### config.mk
export PLATFORM = sky130hd
export DESIGN_NAME = asac_packer
export DESIGN_NICKNAME = d
export VERILOG_FILES = /design/src/asac_pkg.sv /design/src/asac_packer.sv
export SDC_FILE = /design/constraint.sdc
export NUM_CORES = 1
export LEC_CHECK = 0
export BUFFER_PORTS_ARGS = -buffer_cell sky130_fd_sc_hd__buf_2
export CAP_MARGIN = 40
export CORE_ASPECT_RATIO = 0.8
export CORE_MARGIN = 2
export CORE_UTILIZATION = 54
export CTS_CLUSTER_SIZE = 12
export DETAILED_ROUTE_END_ITERATION = 8
export HOLD_SLACK_MARGIN = 0.15
export PLACE_DENSITY = 0.79
export SLEW_MARGIN = 30
export SYNTH_ARGS = -nofsm -noshare
export SYNTH_HDL_FRONTEND = slang
export SYNTH_SLANG_ARGS = --single-unit
### constraint.sdc
create_clock -name clk -period 7.2 [get_ports clk]
set_clock_uncertainty 0.15 [all_clocks]
set_input_delay 1.8 -clock clk [delete_from_list [all_inputs] [get_ports clk]]
set_output_delay 1.8 -clock clk [all_outputs]
set_load 0.02 [all_outputs]
### src/asac_pkg.sv
// ----------------------------------------------------------------------------
// Atlas shelf allocator cache package
// Shared constants, codes and types of the atlas shelf allocator cache.
// ----------------------------------------------------------------------------
`default_nettype none

package asac_pkg;

  localparam int unsigned MAX_ENTRIES = 1024;
  localparam int unsigned PAD         = 2;
  localparam int unsigned ENTRY_AW    = $clog2(MAX_ENTRIES);
  localparam int unsigned CNT_W       = $clog2(MAX_ENTRIES + 1);

  localparam int unsigned KEY_W  = 32;
  localparam int unsigned DIM_W  = 15;
  localparam int unsigned POS_W  = 14;
  localparam int unsigned CFG_IDX_W = 8;

  localparam logic [DIM_W-1:0] ATLAS_RESET = DIM_W'(4096);

  localparam logic [CFG_IDX_W-1:0] CFG_ATLAS_WIDTH  = CFG_IDX_W'(0);
  localparam logic [CFG_IDX_W-1:0] CFG_ATLAS_HEIGHT = CFG_IDX_W'(1);

  typedef enum logic [2:0] {
    STAT_HIT        = 3'd0,
    STAT_PLACED     = 3'd1,
    STAT_ZERO_SIZE  = 3'd2,
    STAT_TOO_LARGE  = 3'd3,
    STAT_ATLAS_FULL = 3'd4,
    STAT_CACHE_FULL = 3'd5
  } status_t;

  typedef enum logic [1:0] {
    PK_NONE,
    PK_WRAP,
    PK_PLACE
  } pk_op_t;

  typedef struct packed {
    logic             zero_size;
    logic             too_large;
    logic             no_fit;
    logic [POS_W-1:0] pos_x;
    logic [POS_W-1:0] pos_y;
  } pk_res_t;

  typedef struct packed {
    logic [KEY_W-1:0] key;
    logic [POS_W-1:0] pos_x;
    logic [POS_W-1:0] pos_y;
    logic [DIM_W-1:0] width;
    logic [DIM_W-1:0] height;
  } entry_t;

  typedef struct packed {
    status_t          status;
    logic [POS_W-1:0] pos_x;
    logic [POS_W-1:0] pos_y;
    logic [DIM_W-1:0] width;
    logic [DIM_W-1:0] height;
  } result_t;

endpackage

`default_nettype wire

### src/asac_packer.sv
// ----------------------------------------------------------------------------
// Atlas shelf allocator cache shelf packer
// Holds the shelf cursor and applies the wrap and placement steps.
// ----------------------------------------------------------------------------
`default_nettype none

module asac_packer (
  input  wire logic                       clk,
  input  wire logic                       rst_n,
  input  wire asac_pkg::pk_op_t           op,
  input  wire logic [asac_pkg::DIM_W-1:0] img_w,
  input  wire logic [asac_pkg::DIM_W-1:0] img_h,
  input  wire logic [asac_pkg::DIM_W-1:0] atlas_w,
  input  wire logic [asac_pkg::DIM_W-1:0] atlas_h,
  output asac_pkg::pk_res_t               res
);
  import asac_pkg::*;

  logic [DIM_W-1:0] cursor_x_r, cursor_x_nxt;
  logic [15:0]      cursor_y_r, cursor_y_nxt;
  logic [DIM_W-1:0] shelf_h_r,  shelf_h_nxt;

  logic [15:0] pw, ph;
  logic [16:0] x_end, y_end, y_wrap;
  logic        need_wrap;

  assign pw        = 16'(img_w) + 16'(PAD);
  assign ph        = 16'(img_h) + 16'(PAD);
  assign x_end     = 17'(cursor_x_r) + 17'(pw);
  assign y_end     = 17'(cursor_y_r) + 17'(ph);
  assign y_wrap    = 17'(cursor_y_r) + 17'(shelf_h_r);
  assign need_wrap = x_end > 17'(atlas_w);

  assign res.zero_size = (img_w == '0) || (img_h == '0);
  assign res.too_large = (pw > 16'(atlas_w)) || (ph > 16'(atlas_h));
  assign res.no_fit    = y_end > 17'(atlas_h);
  assign res.pos_x     = cursor_x_r[POS_W-1:0];
  assign res.pos_y     = cursor_y_r[POS_W-1:0];

  always_comb begin
    cursor_x_nxt = cursor_x_r;
    cursor_y_nxt = cursor_y_r;
    shelf_h_nxt  = shelf_h_r;
    unique case (op)
      PK_WRAP: begin
        if (!res.zero_size && !res.too_large && need_wrap) begin
          cursor_x_nxt = '0;
          cursor_y_nxt = y_wrap[16] ? 16'hFFFF : y_wrap[15:0];
          shelf_h_nxt  = '0;
        end
      end
      PK_PLACE: begin
        if (!res.no_fit) begin
          cursor_x_nxt = x_end[DIM_W-1:0];
          if (ph > 16'(shelf_h_r)) begin
            shelf_h_nxt = ph[DIM_W-1:0];
          end
        end
      end
      default: begin
      end
    endcase
  end

  always_ff @(posedge clk) begin
    if (!rst_n) begin
      cursor_x_r <= '0;
      cursor_y_r <= '0;
      shelf_h_r  <= '0;
    end else begin
      cursor_x_r <= cursor_x_nxt;
      cursor_y_r <= cursor_y_nxt;
      shelf_h_r  <= shelf_h_nxt;
    end
  end

endmodule

`default_nettype wire
* Word level (Yosys, flattened, before mapping)
Index checks and enable logic that the tools add are counted.
Cells by class: shifts and indexed selects 0, order comparisons 5, add/subtract/negate cells 5, bitwise operators 0, reduce and logical (&&, ||, !) cells 12, equality and inequality tests 5, mux-type cells 7, multiply operators 0, div/mod/pow operators 0
Operators with widths (count):
- two-way mux 15 bit | 4
- case mux 15 bit (2 select lines) | 2
- > comparator 16 x 15 -> 1 bit | 3
- > comparator 17 x 15 -> 1 bit | 2
- adder 15 x 2 -> 16 bit (second input constant) | 2
- logical NOT 15 bit | 2
- adder 15 x 16 -> 17 bit | 1
- adder 16 x 15 -> 17 bit | 1
- adder 16 x 16 -> 17 bit | 1
- two-way mux 16 bit | 1
- inequality test 2 bit (second input constant) | 3
- AND reduction 4 bit | 1
- AND reduction 3 bit | 1
- == test 2 x 1 -> 1 bit (second input constant) | 1
- == test 2 bit (second input constant) | 1
- logical AND 1 bit | 2
- logical NOT 1 bit | 2
- logical OR 1 bit | 2
- AND reduction 2 bit | 1
- nonzero test 2 bit | 1
Storage, ports and cells: bits in latches 0, output and inout port bits 31, input port bits 64, RAM bits 0, bits in read-only memories 0, logic and storage cells 37, memories kept 0, register bits after elaboration 46

* Logic depth before layout (Yosys ltp)
depth after elaboration 8, gate-level depth with buffers 23, depth with buffers taken out 21

* Worst setup path before layout
No wires, ideal clock.
path kind input -> output, from input port img_h[4] in the netlist's numbering, to output port res[28] in the netlist's numbering, buffers on the path 1, arrival time 5.377 ns, stages 19, required time 5.250 ns, slack -0.127 ns, path through and3_1 > and3_1 > nand3_1 > xnor2_1 > ha_1 > and2_1 > a311oi_2 > o21bai_1 > a21oi_1 > o21bai_1 > a21oi_1 > xnor2_1 > ha_1 > a21o_1 > a221oi_1 > o211ai_1 > nor2_2 > inv_2 > buf_2
RTL lines:
- from (decl) | line asac_packer.sv:12 | input wire logic [asac_pkg::DIM_W-1:0] img_h,
- to (decl) | line asac_packer.sv:15 | output asac_pkg::pk_res_t res

==> impl_metrics.py <==
metrics = {
    "global_route": {
        "antenna_found_initial": 0,
        "grt_pass1_vias": 5712,
        "met3_usage_pct": 3.93,
        "grt-ovfl-total": 0,
        "grt_use_met1_pct": 44.5,
        "grt_pass1_wl_mm": 29.3,
        "grt_max_degree": 32,
        "busiest_layer": "met1",
        "grt_use_total_pct": 28.7,
        "use_met2_pct": 42.3,
    },
    "timing": {
        "fin_tns_setup_ns": 0,
        "hold_viol_final": 0,
        "slew_viol_final": 0,
        "rsz0062_at_grt": "yes",
        "fin_crit_sh_pct": 99.9,
        "fmax_ghz": 0.139,
        "postLayoutSetupSlackWorst_ns": 0.00685,
        "setup_violations": 0,
        "worst_pin_slew_ns": 0.768,
        "fin_crit_ns": 7.19,
        "max-slew-margin-rel_pct": 48.8,
    },
    "clock_network": {
        "cts_tree": "built",
        "cts_buffers": 5,
        "clock-sinks": 46,
        "clkLatencyLatePin_ns": 0.30,
        "cts_buffer_depth": 2,
        "cts.clk_slew.worst_paths_ns": 0.07,
        "h-tree-depth": 2,
        "root_buffer": "clkbuf_16",
    },
    "min_path": {
        "hold_path_class": "reg2reg",
    },
    "worst_setup_path": {
        "cp-start-kind": "input pin",
        "path_class": "in2out",
        "endpoint_kind": "primary output",
        "path_max_fanout": 3,
        "arrival_ns": 5.24,
        "cp.required_ns": 5.25,
    },
    "logic_synthesis": {
        "synth.distinct_cells": 72,
        "async_reset_ff_share_pct": 0,
        "synthCells": 795,
        "synth_most_common_cell": "ha_1",
        "synthesis.area_um2": 6360,
        "postSynthAreaPerCell_um2": 8.01,
        "ys_ff_latch": 46,
        "ys_top_cells_by_area": "ha_1 25%, dfxtp_1 14%, xnor2_1 5.2%",
        "yosysSeqAreaShare_pct": 14.5,
        "synth-edff-count": 0,
        "post-synth-top-area-fraction_pct": 24.8,
        "synth_warnings": 0,
        "synthFlopType": "dfxtp_1",
        "yosysTopAreaCell": "ha_1",
        "netlist_top_cells_count": "126 x ha_1, 68 x inv_1, 58 x nor2_1",
        "synth.net_count": 988,
    },
    "detailed_routing": {
        "post_drt_wl_per_cell_um": 17.9,
        "drtIter0Drc": 603,
        "drt-total-wl_mm": 18.9,
        "drtPass1Iterations": 5,
        "vias_per_cell": 6.04,
        "post-route-drc-count": 0,
        "route.vias.total": 6365,
        "ant_nets": 0,
    },
    "placed_design": {
        "place_congestion": 0.985,
        "dp_slack_ns": -0.141,
        "io_buffers": 94,
        "place_inst": 1035,
        "postPlaceCellArea_um2": 7070,
        "dp_hpwl_mm": 15.0,
    },
    "power_and_ir_drop": {
        "power_density_nw_per_um2": 151,
        "sw_frac_of_total_pct": 41.7,
        "switching_power_w": 0.000476,
        "internal-power_w": 0.000666,
        "p_seq_share_pct": 26.2,
        "ir_drop_mv": 0.109,
        "p_leak_nw": 3.63,
        "clkPwrFrac_pct": 20.6,
        "combinationalPowerShare_pct": 53.2,
    },
    "floorplanning": {
        "start_util_pct": 55.3,
        "design.portCount": 95,
        "core_area_um2": 11500,
        "core.rowCount": 35,
        "fp.dieW_um": 125,
        "die_h_um": 101,
        "die_area_um2": 12700,
    },
    "layout": {
        "fillerInstances": 985,
        "n_antenna_cell": 0,
        "fin_area_um2": 7570,
        "fin_nets": 1098,
        "syn2layout_area_growth_pct": 19.0,
        "finalNonFillerCells": 1054,
        "drive_above_1_share_pct": 23.5,
    },
    "job": {
        "drv_cap": 0,
    },
    "outcome": {
        "status": "complete, no violations",
    },
}
per-stage QoR:
stage	power, W	utilization, %	hold slack, ns
2_1_floorplan	0.000694	-	0.308
3_3_place_gp	0.000843	61.3	0.337
3_5_place_dp	0.000854	61.3	0.345
4_1_cts	0.00110	63.0	0.357
5_1_grt	0.00122	65.7	0.365
6_report	0.00114	65.7	0.352
worst paths after layout:
check,startpoint,to,slack (ns),cells after the start
max reg2reg,cursor_x_r[0],cursor_x_r[3],2.41,18
min,shelf_h_r[1],shelf_h_r[1],0.35,1
min reg2reg,shelf_h_r[1],shelf_h_r[1],0.35,1
max,img_h[1],res[28],0.007,20
cells in the final DEF, fill, tap and decap left out, types with 20 or more instances in the layout:
cell     instances
buf_4           50
a21o_1          27
xnor2_1         33
buf_2           88
ha_1           123
nand2_1         21
nand3_1         35
o21ai_0         32
dfxtp_1         46
xor2_1          20
a21oi_1         50
nor2_1          56
inv_1           68
critical path, stage by stage:
cell and delay [ns]:
buf_8 0.08, buf_6 0.12, nand3_4 0.08, xnor2_2 0.15, ha_1 0.35, o21ai_2 0.16, a21oi_2 0.05, o41a_1 0.44
a31oi_4 0.22, nor2b_4 0.17, xnor2_1 0.13, ha_1 0.28, a21oi_2 0.13, o21ai_1 0.08, a21o_1 0.19, a221oi_2 0.29
o211ai_1 0.15, nor2_2 0.16, inv_2 0.07, buf_6 0.13
cells by family after synthesis:
group           Yosys count  share of synthesized area (%)
compound gates          226                           24.8
simple gates            216                           17.5
fa+ha+maj               129                           25.7
buf+inv                 116                           8.87
xor+xnor                 59                           8.12
flops                    46                           14.5
mux                       3                          0.491
state kept, by name, summed over array words and instances, names as in the netlist:
signal      flops
cursor_x_r     15
shelf_h_r      15
cursor_y_r     16
final cells by class:
type	count	area, um2	share of cell area, %
multi-input combinational	633	5100	67.4
timing repair buffer	149	952	12.6
sequential	46	921	12.2
inverter	70	263	3.47
tap	148	185	2.45
clock buffer	5	125	1.65
clock inverter	3	21.3	0.281
layer usage:
metal	wire length, um	part of all wire, %
met4	167	0.88
met3	1450	7.7
met1	9350	49
met5	0	0
met2	7950	42
repair_timing:
| action | in CTS | in global routing |
|---|---|---|
| pin swaps | 12 | 39 |
| gates cloned | 0 | 0 |
| hold buffers | 0 | 0 |
| setup endpoints to repair | 1 | 1 |
| setup buffers | 2 | 8 |
| resized for setup | 7 | 52 |
| endpoints found under the hold margin | 0 | 0 |
power groups by stage:
stage	Combinational [W]	Sequential, W	Clock, W
3_5_place_dp	0.000550	0.000304	0
4_1_cts	0.000563	0.000298	0.000242
3_3_place_gp	0.000540	0.000303	0
2_1_floorplan	0.000401	0.000293	0
5_1_grt	0.000668	0.000301	0.000248
6_report	0.000608	0.000300	0.000235
No activity file was read; power rests on OpenSTA's default activity.
